--- src/rtl/jfps_pkg.sv ---
// Package for the JTAG flash program snooper: transaction structs, codes,
// TAP transition table and helpers. No dependencies.
`timescale 1ns / 1ps
`default_nettype none
package jfps_pkg;

  localparam int unsigned MaxTmsBits = 8;

  typedef enum logic [3:0] {
    FN_SOFT_RESET = 4'd0,
    FN_BEGIN      = 4'd1,
    FN_CAPTURE    = 4'd2,
    FN_OBSERVE    = 4'd3,
    FN_SUPPRESS   = 4'd4,
    FN_PREPARE    = 4'd5,
    FN_PENDING    = 4'd6,
    FN_WORD_DONE  = 4'd7,
    FN_ERASE_CHK  = 4'd8,
    FN_LONG_BYTE  = 4'd9
  } func_e;

  typedef enum logic [2:0] {
    DR_PASS = 3'd0, DR_ENTER = 3'd1, DR_COMMIT = 3'd2,
    DR_INVALID = 3'd3, DR_TAIL = 3'd4, DR_CAPTURED = 3'd5
  } dr_action_e;

  typedef enum logic [1:0] {
    LA_PASS = 2'd0, LA_SUPPRESS = 2'd1, LA_ERASE = 2'd2
  } long_action_e;

  typedef enum logic [2:0] {
    CFG_PREPARE = 3'd0, CFG_ADDR_IDLE = 3'd1, CFG_WORD_IDLE = 3'd2,
    CFG_LONG_MIN = 3'd3, CFG_IDLE_MAX = 3'd4
  } cfg_idx_e;

  typedef enum logic [1:0] {ST_IDLE, ST_TMS, ST_DONE} state_e;

  localparam logic [7:0] OpTmsWrite  = 8'h4B;
  localparam logic [7:0] IrProgram   = 8'h71;
  localparam logic [7:0] IrErase     = 8'h75;
  localparam logic [7:0] IrPrepare   = 8'h09;
  localparam logic [7:0] IrEndA      = 8'h15;
  localparam logic [7:0] IrEndB      = 8'h17;
  localparam logic [7:0] IrEndC      = 8'h05;
  localparam logic [7:0] OpBitsLsb   = 8'h1B;
  localparam logic [7:0] OpBytesLsb  = 8'h19;
  localparam logic [7:0] OpBytesMsb  = 8'h11;
  localparam logic [7:0] OpBitsMsb   = 8'h13;
  localparam logic [7:0] OpFlush     = 8'h87;

  localparam logic [3:0] TsReset   = 4'd0;
  localparam logic [3:0] TsIdle    = 4'd1;
  localparam logic [3:0] TsShiftDr = 4'd4;
  localparam logic [3:0] TsExit1Dr = 4'd5;
  localparam logic [3:0] TsShiftIr = 4'd11;

  typedef struct packed {
    logic [3:0]  func;
    logic [7:0]  opcode;
    logic [7:0]  data;
    logic [3:0]  bit_count;
    logic [15:0] remaining;
    logic [7:0]  arg_low;
    logic [7:0]  arg_high;
    logic [16:0] clk_bytes;
  } in_t;

  typedef struct packed {
    logic        flag;
    logic [2:0]  dr_action;
    logic [1:0]  long_action;
    logic [11:0] clock_count;
    logic [31:0] prog_word;
    logic [7:0]  word_tail;
    logic [3:0]  tap_position;
  } out_t;

  function automatic logic [3:0] tap_next(input logic [3:0] s, input logic tms);
    logic [3:0] r;
    case (s)
      4'd0:  r = tms ? 4'd0  : 4'd1;
      4'd1:  r = tms ? 4'd2  : 4'd1;
      4'd2:  r = tms ? 4'd9  : 4'd3;
      4'd3:  r = tms ? 4'd5  : 4'd4;
      4'd4:  r = tms ? 4'd5  : 4'd4;
      4'd5:  r = tms ? 4'd8  : 4'd6;
      4'd6:  r = tms ? 4'd7  : 4'd6;
      4'd7:  r = tms ? 4'd8  : 4'd4;
      4'd8:  r = tms ? 4'd2  : 4'd1;
      4'd9:  r = tms ? 4'd0  : 4'd10;
      4'd10: r = tms ? 4'd12 : 4'd11;
      4'd11: r = tms ? 4'd12 : 4'd11;
      4'd12: r = tms ? 4'd15 : 4'd13;
      4'd13: r = tms ? 4'd14 : 4'd13;
      4'd14: r = tms ? 4'd15 : 4'd11;
      default: r = tms ? 4'd2 : 4'd1;
    endcase
    return r;
  endfunction

  function automatic logic [7:0] flip_byte(input logic [7:0] v);
    logic [7:0] r;
    for (int i = 0; i < 8; i++) r[i] = v[7-i];
    return r;
  endfunction

endpackage
`default_nettype wire

--- src/rtl/jtag_flash_program_snooper.sv ---
// JTAG flash program snooper top level: TAP tracker, IR/DR capture, idle
// answers. Depends on jfps_pkg.
// Accept in ST_IDLE, result registered in ST_DONE; observe with a TMS opcode
// first steps the TAP once per TMS bit (up to 8, one shared TAP step unit).
// One transaction at a time; next accept in the cycle after the result is taken.
// Async active-low reset clears all control state and loads register
// defaults; captured word bytes are not reset.
`timescale 1ns / 1ps
`default_nettype none
module jtag_flash_program_snooper
  import jfps_pkg::*;
(
  input  wire logic        clk_i,
  input  wire logic        rst_ni,
  input  wire logic        in_valid_i,
  output logic             in_stall_o,
  input  wire in_t         in_data_i,
  output logic             out_valid_o,
  input  wire logic        out_stall_i,
  output out_t             out_data_o,
  input  wire logic        cfg_we_i,
  input  wire logic [2:0]  cfg_index_i,
  input  wire logic [16:0] cfg_data_i
);

  logic [11:0] prep_clk_q;
  logic [7:0]  addr_idle_q, word_idle_q;
  logic [16:0] long_min_q;
  logic [15:0] idle_max_q;

  always_ff @(posedge clk_i or negedge rst_ni) begin
    if (!rst_ni) begin
      prep_clk_q  <= 12'd1200;
      addr_idle_q <= 8'd32;
      word_idle_q <= 8'd24;
      long_min_q  <= 17'd8000;
      idle_max_q  <= 16'd64;
    end else if (cfg_we_i) begin
      case (cfg_index_i)
        CFG_PREPARE:   prep_clk_q  <= cfg_data_i[11:0];
        CFG_ADDR_IDLE: addr_idle_q <= cfg_data_i[7:0];
        CFG_WORD_IDLE: word_idle_q <= cfg_data_i[7:0];
        CFG_LONG_MIN:  long_min_q  <= cfg_data_i;
        CFG_IDLE_MAX:  idle_max_q  <= cfg_data_i[15:0];
        default: ;
      endcase
    end
  end

  state_e state_q, state_d;
  in_t    in_q, in_d;
  out_t   out_q, out_d;
  logic   out_valid_q, out_valid_d;
  logic [3:0] tap_q, tap_d;
  logic       ir_wait_q, ir_wait_d;
  logic [6:0] ir_low_q, ir_low_d;
  logic [7:0] dr_ins_q, dr_ins_d;
  logic [2:0] stage_q, stage_d;
  logic [7:0] enter_q, enter_d;
  logic [7:0] idle_ins_q, idle_ins_d;
  logic       prep_wait_q, prep_wait_d, seen_q, seen_d;
  logic       armed_q, armed_d, blocked_q, blocked_d;
  logic [7:0] wb_q [4];
  logic [7:0] tail_q;
  logic       wb_we, tail_we;
  logic [1:0] wb_idx;
  logic [7:0] wb_val;
  logic [7:0] sh_q, sh_d;
  logic [3:0] cnt_q, cnt_d;

  assign in_stall_o  = (state_q != ST_IDLE) || out_valid_q;
  assign out_valid_o = out_valid_q;
  assign out_data_o  = out_q;

  always_comb begin
    logic [7:0] ins;
    logic [7:0] mask;
    logic [3:0] n;
    ins = 8'd0;
    mask = 8'd0;
    n = 4'd0;
    state_d = state_q;
    in_d = in_q;
    out_d = out_q;
    out_valid_d = out_valid_q && out_stall_i;
    tap_d = tap_q; ir_wait_d = ir_wait_q; ir_low_d = ir_low_q;
    dr_ins_d = dr_ins_q; stage_d = stage_q; enter_d = enter_q;
    idle_ins_d = idle_ins_q; prep_wait_d = prep_wait_q; seen_d = seen_q;
    armed_d = armed_q; blocked_d = blocked_q;
    sh_d = sh_q; cnt_d = cnt_q;
    wb_we = 1'b0; tail_we = 1'b0; wb_idx = 2'd0; wb_val = 8'd0;
    case (state_q)
      ST_IDLE: begin
        if (in_valid_i && !in_stall_o) begin
          in_d = in_data_i;
          out_d = '0;
          state_d = ST_DONE;
          case (in_data_i.func)
            FN_SOFT_RESET: begin
              dr_ins_d = '0; stage_d = '0; enter_d = '0; idle_ins_d = '0;
              prep_wait_d = 1'b0; seen_d = 1'b0; ir_wait_d = 1'b0;
              armed_d = 1'b0; blocked_d = 1'b0; ir_low_d = '0; tap_d = TsReset;
            end
            FN_BEGIN: begin
              if (enter_q != 0 && stage_q == 0)
                out_d.flag = in_data_i.opcode == OpBytesMsb ||
                             in_data_i.opcode == OpBytesLsb || in_data_i.opcode == OpFlush;
              else
                out_d.flag = stage_q == 0 || in_data_i.opcode == OpFlush ||
                  (stage_q == 3 && (in_data_i.opcode == OpBitsMsb ||
                                    in_data_i.opcode == OpBitsLsb)) ||
                  (stage_q >= 4 && in_data_i.opcode == OpTmsWrite);
            end
            FN_CAPTURE: begin
              if (dr_ins_q != 0 && tap_q == TsIdle && in_data_i.opcode == OpTmsWrite &&
                  in_data_i.bit_count == 4'd3 && in_data_i.data[2:0] == 3'd1) begin
                enter_d = in_data_i.data;
                out_d.dr_action = DR_ENTER;
              end else if (stage_q == 3'd5) begin
                if (tap_q == TsExit1Dr && in_data_i.opcode == OpTmsWrite &&
                    ((in_data_i.bit_count == 4'd2 && in_data_i.data[1:0] == 2'd1) ||
                     (in_data_i.bit_count == 4'd7 && in_data_i.data[6:0] == 7'd1))) begin
                  out_d.dr_action = DR_COMMIT;
                  out_d.prog_word = {wb_q[0], wb_q[1], wb_q[2], wb_q[3]};
                  out_d.word_tail = tail_q;
                end else out_d.dr_action = DR_INVALID;
              end else if (dr_ins_q == 0 || tap_q != TsShiftDr) begin
                out_d.dr_action = DR_PASS;
              end else if (stage_q == 3'd4) begin
                if (in_data_i.opcode != OpTmsWrite || in_data_i.bit_count != 4'd1 ||
                    !in_data_i.data[0])
                  out_d.dr_action = DR_INVALID;
                else begin
                  tail_we = 1'b1; stage_d = 3'd5; out_d.dr_action = DR_TAIL;
                end
              end else if ((in_data_i.opcode == OpBytesMsb ||
                            in_data_i.opcode == OpBytesLsb) &&
                           in_data_i.arg_low == 8'd2 && in_data_i.arg_high == 8'd0) begin
                if (in_data_i.remaining >= 16'd1 && in_data_i.remaining <= 16'd3 &&
                    {13'd0, stage_q} == 16'd3 - in_data_i.remaining) begin
                  wb_we = 1'b1; wb_idx = stage_q[1:0];
                  wb_val = in_data_i.opcode[3] ? flip_byte(in_data_i.data)
                                               : in_data_i.data;
                  stage_d = stage_q + 3'd1;
                  out_d.dr_action = DR_CAPTURED;
                end else out_d.dr_action = DR_INVALID;
              end else if ((in_data_i.opcode == OpBitsMsb ||
                            in_data_i.opcode == OpBitsLsb) &&
                           in_data_i.bit_count == 4'd7 && stage_q == 3'd3) begin
                wb_we = 1'b1; wb_idx = 2'd3;
                wb_val = in_data_i.opcode[3] ? flip_byte(in_data_i.data)
                                             : in_data_i.data;
                stage_d = 3'd4;
                out_d.dr_action = DR_CAPTURED;
              end else begin
                out_d.dr_action = (stage_q == 0 && enter_q == 0) ? DR_PASS : DR_INVALID;
              end
            end
            FN_OBSERVE: begin
              idle_ins_d = '0;
              ir_wait_d = ir_wait_q;
              ir_low_d = ir_low_q;
              if (in_data_i.opcode == OpBitsLsb && in_data_i.bit_count == 4'd7 &&
                  tap_q == TsShiftIr) begin
                ir_low_d = in_data_i.data[6:0];
                ir_wait_d = 1'b1;
              end
              if (in_data_i.opcode[6] && ir_wait_d) begin
                if (in_data_i.bit_count == 4'd1 && tap_q == TsShiftIr) begin
                  ins = {in_data_i.data[7], ir_low_d};
                  dr_ins_d = (ins == IrProgram || ins == IrErase) ? ins : 8'd0;
                  stage_d = '0; enter_d = '0; seen_d = 1'b0;
                  if (ins == IrPrepare) prep_wait_d = 1'b1;
                  else if (ins == IrErase || ins == IrEndA || ins == IrEndB ||
                           ins == IrEndC) prep_wait_d = 1'b0;
                end
                ir_wait_d = 1'b0;
              end
              if (in_data_i.opcode[6]) begin
                sh_d = in_data_i.data;
                cnt_d = (in_data_i.bit_count > 4'(MaxTmsBits)) ? 4'(MaxTmsBits)
                                                                : in_data_i.bit_count;
                state_d = ST_TMS;
              end
            end
            FN_SUPPRESS: begin
              n = in_data_i.bit_count;
              for (int i = 0; i < 8; i++) mask[i] = 4'(i) < n;
              if (tap_q == TsIdle && idle_ins_q != 0) begin
                if (in_data_i.opcode == OpTmsWrite && n <= 4'd7 &&
                    (in_data_i.data & mask) == 8'd0)
                  out_d.flag = 1'b1;
                else if (in_data_i.opcode == OpBytesLsb && in_data_i.data == 8'd0 &&
                         (idle_ins_q == IrErase || in_data_i.remaining <= idle_max_q)) begin
                  armed_d = 1'b0; blocked_d = 1'b1; out_d.flag = 1'b1;
                end
              end
            end
            FN_PREPARE: begin
              if (prep_wait_q && tap_q == TsIdle && in_data_i.opcode == OpTmsWrite &&
                  in_data_i.bit_count == 4'd4 && in_data_i.data[3:0] == 4'd3)
                out_d.clock_count = prep_clk_q;
            end
            FN_PENDING: begin
              if (dr_ins_q != IrErase)
                out_d.clock_count = {4'd0, seen_q ? word_idle_q : addr_idle_q};
            end
            FN_WORD_DONE: begin
              stage_d = '0; enter_d = '0; idle_ins_d = dr_ins_q;
              if (dr_ins_q == IrProgram) seen_d = 1'b1;
              if (dr_ins_q == IrErase) dr_ins_d = '0;
            end
            FN_ERASE_CHK: begin
              out_d.flag = !in_data_i.opcode[5] && in_data_i.clk_bytes >= long_min_q;
              if (out_d.flag) armed_d = 1'b1;
            end
            FN_LONG_BYTE: begin
              if (blocked_q) out_d.long_action = LA_SUPPRESS;
              else if (armed_q) begin
                armed_d = 1'b0;
                if (in_data_i.data == 8'd0) begin
                  blocked_d = 1'b1; out_d.long_action = LA_ERASE;
                end
              end
            end
            default: ;
          endcase
        end
      end
      ST_TMS: begin
        // one TAP transition per cycle
        if (cnt_q == 0) state_d = ST_DONE;
        else begin
          tap_d = tap_next(tap_q, sh_q[0]);
          if (tap_d == TsReset) begin
            dr_ins_d = '0; stage_d = '0; enter_d = '0; idle_ins_d = '0;
            prep_wait_d = 1'b0; seen_d = 1'b0; ir_wait_d = 1'b0;
          end
          sh_d = {1'b0, sh_q[7:1]};
          cnt_d = cnt_q - 4'd1;
        end
      end
      ST_DONE: begin
        out_d.tap_position = tap_q;
        out_valid_d = 1'b1;
        state_d = ST_IDLE;
      end
      default: state_d = ST_IDLE;
    endcase
  end

  always_ff @(posedge clk_i or negedge rst_ni) begin
    if (!rst_ni) begin
      state_q <= ST_IDLE; out_valid_q <= 1'b0;
      tap_q <= TsReset; ir_wait_q <= 1'b0; ir_low_q <= '0; dr_ins_q <= '0;
      stage_q <= '0; enter_q <= '0; idle_ins_q <= '0; prep_wait_q <= 1'b0;
      seen_q <= 1'b0; armed_q <= 1'b0; blocked_q <= 1'b0; cnt_q <= '0;
    end else begin
      state_q <= state_d; out_valid_q <= out_valid_d;
      tap_q <= tap_d; ir_wait_q <= ir_wait_d; ir_low_q <= ir_low_d;
      dr_ins_q <= dr_ins_d; stage_q <= stage_d; enter_q <= enter_d;
      idle_ins_q <= idle_ins_d; prep_wait_q <= prep_wait_d; seen_q <= seen_d;
      armed_q <= armed_d; blocked_q <= blocked_d; cnt_q <= cnt_d;
    end
  end

  always_ff @(posedge clk_i) begin
    in_q <= in_d;
    out_q <= out_d;
    sh_q <= sh_d;
    if (wb_we) wb_q[wb_idx] <= wb_val;
    if (tail_we) tail_q <= in_d.data;
  end

endmodule
`default_nettype wire
--- config.mk ---
export PLATFORM = sky130hd
export DESIGN_NAME = jtag_flash_program_snooper
export DESIGN_NICKNAME = d
export VERILOG_FILES = /design/src/rtl/jfps_pkg.sv /design/src/rtl/jtag_flash_program_snooper.sv
export SDC_FILE = /design/constraint.sdc
export NUM_CORES = 1
export LEC_CHECK = 0
export BUFFER_PORTS_ARGS = -buffer_cell sky130_fd_sc_hd__buf_4
export CAP_MARGIN = 20
export CORE_UTILIZATION = 30
export CTS_CLUSTER_SIZE = 10
export DETAILED_ROUTE_END_ITERATION = 10
export RECOVER_POWER = 100
export SYNTH_ARGS = -nofsm -noshare
export SYNTH_HDL_FRONTEND = slang
export SYNTH_SLANG_ARGS = --single-unit
--- constraint.sdc ---
create_clock -name clk_i -period 11.8 [get_ports clk_i]
set_input_delay 0.59 -clock clk_i [delete_from_list [all_inputs] [get_ports clk_i]]
set_output_delay 0.59 -clock clk_i [all_outputs]
set_load 0.005 [all_outputs]
==> results of run 1 <==
-- per-stage QoR --
step / setup slack (ns) / cells
3_5_place_dp: 7.80 / 1601
6_report: 6.41 / 1653
4_1_cts: 8.34 / 1652
3_3_place_gp: 7.89 / 1601
2_1_floorplan: 7.87 / 1013
5_1_grt: 5.58 / 1653
-- registers in the layout, indices dropped and copies added, names as in the netlist, 12 cells and up --
signal      count
long_min_q     17
prep_clk_q     12
wb_q           32
out_data_o     62
idle_max_q     16
-- metal layers --
layer / part of all wire / wire [um]
met2: 0.47 / 13600
met5: 0 / 0
met3: 0.052 / 1530
met4: 0.031 / 899
met1: 0.45 / 13100
-- synth_stat cells, types with 14 or more instances --
| cell type | instances | area (um^2) |
|---|---|---|
| and2_1 | 56 | 350 |
| edfxtp_1 | 110 | 3300 |
| mux2i_1 | 20 | 200 |
| nand4_1 | 17 | 106 |
| nand2_1 | 131 | 492 |
| dfrtp_1 | 97 | 2430 |
| nand3_1 | 17 | 85.1 |
| nor2b_1 | 14 | 87.6 |
| nor4_1 | 19 | 119 |
| dfstp_2 | 14 | 368 |
| nor2_1 | 41 | 154 |
| mux2_2 | 50 | 563 |
| ha_1 | 40 | 500 |
| a21oi_1 | 37 | 185 |
| clkbuf_1 | 50 | 188 |
| o21ai_0 | 64 | 320 |
| inv_1 | 54 | 203 |
| nor3_1 | 17 | 85.1 |
-- worst min-delay path, cell delays in order --
cell,delay [ns]
buf_4,0.08
nand2_1,0.04
o21ai_0,0.06
-- final cells by class --
class,instances,area [um^2],area share
clock inverter,1,8.76,0.000643
multi-input combinational,675,4490,0.330
timing repair buffer,176,1220,0.0892
tap,468,586,0.0430
inverter,54,203,0.0149
clock buffer,50,865,0.0634
sequential,229,6260,0.459
-- power breakdown --
part | leakage [nW] | internal [W] | switching (W)
clock | 0.422 | 0.000489 | 0.000322
combinational | 2.63 | 0.000243 | 0.000313
sequential | 2.42 | 0.00104 | 0.0000981
-- kinds of logic after synthesis --
| logic type | Yosys count | synth area share |
|---|---|---|
| fa+ha+maj | 40 | 0.0446 |
| compound gates | 172 | 0.0997 |
| xor+xnor | 7 | 0.00547 |
| simple gates | 386 | 0.186 |
| mux | 70 | 0.0681 |
| buf+inv | 109 | 0.0374 |
| flops | 229 | 0.558 |
-- final timing paths --
kind,from,end,cells after the start
max in group asynchronous,rst_ni,ir_low_q[1]$_DFFE_PN0P_,2
worst max-delay path,state_q[0]$_DFFE_PN0P_,ir_low_q[1]$_DFFE_PN0P_,5
worst min-delay path,cfg_data_i[13],idle_max_q[13]$_DFFE_PN0P_,3
min in group asynchronous,rst_ni,prep_clk_q[2]$_DFFE_PN0P_,1
worst max register to register,state_q[0]$_DFFE_PN0P_,ir_low_q[1]$_DFFE_PN0P_,5
worst min register to register,in_q[54]$_DFF_P_,in_q[54]$_DFF_P_,2
==> run summary, run 1 <==
=====================================================================================
Total of max-cap violations                                                         4
Distinct cell type count after synthesis                                           75
Final min period                                                              5.39 ns
Mapped cell area                                                           11200 um^2
Pin count of the biggest net entering global routing                               70
Top fanout value on the critical path                                              69
Violated checks                                                          capacitance limit, slew limit
Met1 Resource Use GR                                                            0.205
WP data arrival                                                               5.85 ns
Run status                                                               finished, violations left
Number of instances in the synthesized netlist                                   1013
Most frequently used flop master after synthesis                             edfxtp_1
HPWL after detailed placement                                                 21.2 mm
Most frequent standard cell in the layout excluding fill and tap cells        nand2_1
Proportion of synthesized flip-flops having asynchronous set or reset           0.485
Post-synthesis sequential element count                                           229
Unrepaired setup endpoints after global routing                                 false
Cell area reported after detailed placement                                12900 um^2
Area of all placed cells without fillers                                   13600 um^2
Bufs on Longest Clock Path                                                          3
Fin nets                                                                         1302
Final Hold Viols                                                                    0
Detailed Route Iter0 Violations                                                   417
Die X-Extent                                                                   195 um
Rel. slew slack                                                                 -1.68
Most Crowded Layer GR                                                            met2
Hold_ws                                                                      0.271 ns
TritonCTS clock tree                                                              yes
CP required                                                                  12.26 ns
Number of warnings issued by yosys                                                  0
Top delay family on crit path                                            buffers and inverters
Slack of the worst reg-to-reg path                                            6.41 ns
Critical-path cell list                                                  or4b_2, inv_1, clkbuf_1, and3_1, a22o_1
Reg clk slew, reported paths                                                  0.06 ns
Iteration count of the initial detailed-routing pass                                5
Antenna cells                                                                       0
Final period util                                                               0.457
Pwr dens                                                                  184 nW/um^2
Total via count after detailed routing                                           8229
Routability-driven placement congestion ratio                                   0.849
Top-level I/O count                                                               162
Count of cells resized by post-cts repair                                           0
DRC violation count after routing                                                   0
Sequential area share after synthesis                                           0.558
Num Clock Sinks                                                                   229
Final number of setup-violating endpoints                                           0
Total power                                                                 0.00250 W
Worst min-delay path class                                                     in2reg
Worst-Skew Late Latency                                                       0.54 ns
Total global routing overflow                                                       0
Syn Nets                                                                         1151
Post-cts hold buffer count                                                          0
Detail-routed net length per standard cell                                    17.6 um
First-pass GRT wire length                                                    46.5 mm
Critical path start-end classification                                        reg2reg
Peak Freq                                                                   0.186 GHz
DRT Wirelength                                                                29.2 mm
Number of levels in the clock H-tree                                                1
Area of the core                                                           36700 um^2
Count of buffers from port buffering                                              161
Slew at the pin closest to its max-slew limit                                 4.02 ns
Avg Inst Size Synth                                                         11.1 um^2
Slew Viols, Final                                                                 193
Area of the die                                                            38100 um^2
Via count of the first global-routing pass                                       8341
Global-route usage over all layers                                              0.154
Maximum VDD drop                                                            0.0971 mV
Slowest library cell on the worst path                                       clkbuf_1
Number of antenna-violating nets in the routed design                               0
Fill count                                                                       3601
Delay contributed by the slowest stage of the critical path                   2.83 ns
GR Util met2                                                                    0.252
Crit path capture type                                                      flip-flop
Most frequent cells in the layout                                        nand2_1 (131), edfxtp_1 (110), dfrtp_1 (97)
Count of flip-flops with a built-in enable after synthesis                        110
Antenna violations before repair                                                    0
Vertical die dimension                                                         195 um
Leakage power summed over all cells                                           5.47 nW
Final core area utilization                                                     0.371
Setup TNS                                                                        0 ns
Met3 Use GR                                                                    0.0301
Worst-case clock skew                                                       0.0188 ns
Vias per cell                                                                    4.98
Initial Util                                                                    0.305
Floorplan row count                                                                70
Clock root buffer master                                                    clkbuf_16
Share of cells above drive strength 1                                           0.221
Buffers and inverters on the worst path                                             2
Synthesis-to-finish area growth                                                 21.6%
# Post-CTS Setup Buffers                                                            0
Crit start category                                                         flip-flop
Clock buffers created by TritonCTS                                                 28
=====================================================================================
Note: power is estimated with default switching activity, not from simulation.
==> inputs of run 2 (changes only) <==
Settings changed: ABC_AREA set to 1.
Clock period 11.8 ns to 4.65 ns, I/O delays scaled along.
==> run 2 against run 1 <==
- the run still ends with capacitance limit, slew limit left
- setup slack got worse by 5.1 ns
- global-route usage increased by 0.37 points
- largest power group unchanged
- final cell count increased by 24%
- sequential cell count unchanged
- clock skew decreased by 0.00063 ns
- combinational power increased by 120%
- sequential power increased by 140%
- die area increased by 3.2%
- first-iteration DRC count increased by 41%
- count of clock-buffer cells in the layout decreased by 1
- routed wire length increased by 5.7%
- power increased by 140%
==> run summary, run 2 <==
=====================================================================================
Floorplan row count                                                                71   +1.4%
CP required                                                                   5.11 ns   -7.15 ns
Count of buffers from port buffering                                              161   unchanged
Met1 Resource Use GR                                                            0.217   +0.0120
Sequential area share after synthesis                                           0.541   -0.0174
Distinct cell type count after synthesis                                           47   -37%
Mapped cell area                                                           11600 um^2   +3.2%
Sequential cell area                                                        6260 um^2   unchanged
Fin nets                                                                         1656   +27%
Detailed Route Iter0 Violations                                                   587   +41%
Die X-Extent                                                                   198 um   +1.6%
Count of cells resized by post-cts repair                                           0   unchanged
Slowest library cell on the worst path                                          inv_1
First-pass GRT wire length                                                    48.7 mm   +4.8%
Routability-driven placement congestion ratio                                   0.959   +13%
Unrepaired setup endpoints after global routing                                 false
Global-route usage over all layers                                              0.158   +0.00367
Post-cts hold buffer count                                                          7   +7
Number of warnings issued by yosys                                                  0   unchanged
Top cells by area, synth                                                 edfxtp_1 (29%), dfrtp_1 (21%), nand2_1 (9.6%), inv_1 (6.6%), o21ai_0 (5.6%)
Delay contributed by the slowest stage of the critical path                   0.74 ns   -2.09 ns
Total of max-cap violations                                                         2   -2
Total power                                                                 0.00590 W   +140%
Critical-path cell list                                                  inv_1, nand2_1, inv_1, o31ai_1, nand2_1, nand2_1, nor2_1, nand2_1, a21oi_1
Vias per cell                                                                    4.60   -7.6%
Iteration count of the initial detailed-routing pass                                7   +2
Pin count of the biggest net entering global routing                               75   +7.1%
Top-level I/O count                                                               162   unchanged
Worst-Skew Late Latency                                                       0.55 ns   about the same
HPWL after detailed placement                                                 23.1 mm   +9.1%
Post-synthesis sequential element count                                           229   unchanged
Detail-routed net length per standard cell                                    15.0 um   -15%
Peak Freq                                                                   0.298 GHz   +61%
Top fanout value on the critical path                                              26   -62%
Clock root buffer master                                                    clkbuf_16
Vertical die dimension                                                         198 um   +1.6%
Met3 Use GR                                                                    0.0258   -0.00428
Num Clock Sinks                                                                   229   unchanged
GR Util met2                                                                    0.254   +0.00142
Most frequent standard cell in the layout excluding fill and tap cells        nand2_1
Run status                                                               finished, violations left
Number of instances in the synthesized netlist                                   1338   +32%
Final Hold Viols                                                                    0   unchanged
Fill count                                                                       3995   +11%
Cell area reported after detailed placement                                13300 um^2   +3.3%
Slew Viols, Final                                                                  80   -59%
Slew at the pin closest to its max-slew limit                                 2.06 ns   -1.96 ns
Inst Count DP                                                                    1988   +24%
Area of the die                                                            39400 um^2   +3.2%
Area used by multi-input combinational logic                                4300 um^2   -4.2%
Antenna violations before repair                                                    1   +1
Final min period                                                              3.35 ns   -2.04 ns
Leading cell types by count after synthesis                              nand2_1 (296), inv_1 (203), nor2_1 (149)
Count of flip-flops with a built-in enable after synthesis                        110   unchanged
Rel. slew slack                                                                -0.372   +1.31
Area of all placed cells without fillers                                   14100 um^2   +3.7%
# Post-CTS Setup Buffers                                                            0   unchanged
Avg Inst Size Synth                                                         8.65 um^2   -22%
Clock buffers created by TritonCTS                                                 28   unchanged
Area of the core                                                           37800 um^2   +3.1%
Number of levels in the clock H-tree                                                1   unchanged
Violated checks                                                          capacitance limit, slew limit
Worst-case clock skew                                                       0.0181 ns   -0.000632 ns
Worst min-delay path class                                                     in2reg
Crit path capture type                                                      flip-flop
Most frequently used flop master after synthesis                             edfxtp_1
WP data arrival                                                               3.82 ns   -2.03 ns
Largest register FFs                                                               62   unchanged
Initial Util                                                                    0.306   about the same
Final number of setup-violating endpoints                                           0   unchanged
Area fraction of the dominant cell type after synthesis                         0.285   -0.00918
Total via count after detailed routing                                           9434   +15%
Syn Nets                                                                         1476   +28%
Pwr dens                                                                  418 nW/um^2   +130%
Reg clk slew, reported paths                                                  0.06 ns   about the same
Most prevalent standard cell on the critical path                             nand2_1
Synthesis-to-finish area growth                                                 22.1%
Total global routing overflow                                                       0   unchanged
Leakage power summed over all cells                                           6.64 nW   +21%
Setup TNS                                                                        0 ns   unchanged
Most Crowded Layer GR                                                            met2
DRC violation count after routing                                                   0   unchanged
Proportion of synthesized flip-flops having asynchronous set or reset           0.485   unchanged
Non-filler cells in the finished layout                                          2052   +24%
Synth area leader                                                            edfxtp_1
Number of antenna-violating nets in the routed design                               0   unchanged
Share of cells above drive strength 1                                           0.148   -0.0730
Via count of the first global-routing pass                                       9084   +8.9%
Most common cell in the synthesized netlist                                   nand2_1
Crit start category                                                         flip-flop
Most frequent cells in the layout                                        nand2_1 (299), inv_1 (208), nor2_1 (153)
Maximum VDD drop                                                             0.275 mV   +180%
Final period util                                                               0.721   +0.264
TritonCTS clock tree                                                              yes
Critical path start-end classification                                        reg2reg
Bufs on Longest Clock Path                                                          3   unchanged
DRT Wirelength                                                                30.8 mm   +5.7%
=====================================================================================
[run 2: changes by cell type after synthesis, moves of 56 or more]
cell | before | now
nand3_1 | 17 | 74
inv_1 | 54 | 203
and2_1 | 56 | 0
nand2_1 | 131 | 296
nor2_1 | 41 | 149
o21ai_0 | 64 | 129
[run 2: cell type report]
class,instances,area share
multi-input combinational,866,0.304
clock buffer,49,0.0573
sequential,229,0.443
inverter,215,0.0571
clock inverter,3,0.00195
tap,511,0.0452
antenna,1,0.000177
timing repair buffer,178,0.0911
[run 2: path summary, 6_finish.rpt]
path                            depth (start not counted)  slack, ns                         end              startpoint
worst max-delay path                                    9       1.30          seen_q$_DFFE_PN0P_  state_q[1]$_DFFE_PN0P_
worst min-delay path                                    3      0.004  idle_max_q[13]$_DFFE_PN0P_          cfg_data_i[13]
worst max register to register                          9       1.30          seen_q$_DFFE_PN0P_  state_q[1]$_DFFE_PN0P_
worst min register to register                          2       0.48            in_q[60]$_DFF_P_        in_q[60]$_DFF_P_
max in group asynchronous                               4       1.68  idle_max_q[14]$_DFFE_PN0P_                  rst_ni
min in group asynchronous                               2       0.25          seen_q$_DFFE_PN0P_                  rst_ni
[run 2: cell families (layout without fill, tap and decap cells)]
logic type                 count (synthesis)  after routing  share of synthesized area
other                                      0              1                          0
AOI/OAI and AO/OA                        198            198                     0.0930
and+or+nand+nor                          625            625                      0.240
DFF                                      229            229                      0.541
buffers and inverters                    243            445                     0.0807
xor gates and xnor gates                   3              3                    0.00227
adders and majority gates                 40             40                     0.0433
[run 2: worst max-delay path, delay by kind of cell (launching register included)]
kind / cells / cell delay (ns)
AOI/OAI and AO/OA: 2 / 0.56
buffers and inverters: 2 / 0.80
DFF: 1 / 0.38
and+or+nand+nor: 5 / 1.52
[run 2: per-stage QoR]
stage                     hold WS [ns]  setup WS [ns]  utilization
after floorplan                -0.0631           1.66            -
after global placement           0.454           1.44        0.352
after detailed placement         0.459           1.40        0.352
after CTS                     0.000205           1.36        0.376
after global routing            0.0117          0.923        0.373
final                          0.00388           1.30        0.373
[run 2: metal layers]
layer | routed length (um) | part of all wire | vias to the layer above
met3 | 1790 | 0.058 | 57
li1 | - | - | 4742
met1 | 14100 | 0.46 | 4342
met2 | 14100 | 0.46 | 293
met5 | 0 | 0 | -
met4 | 802 | 0.026 | 0
[run 2: report_power, final]
group	total [W]	leakage, nW	switching (W)	internal [W]
registers	0.00269	2.43	0.000170	0.00252
logic	0.00122	3.80	0.000755	0.000465
clock network	0.00200	0.403	0.000826	0.00117
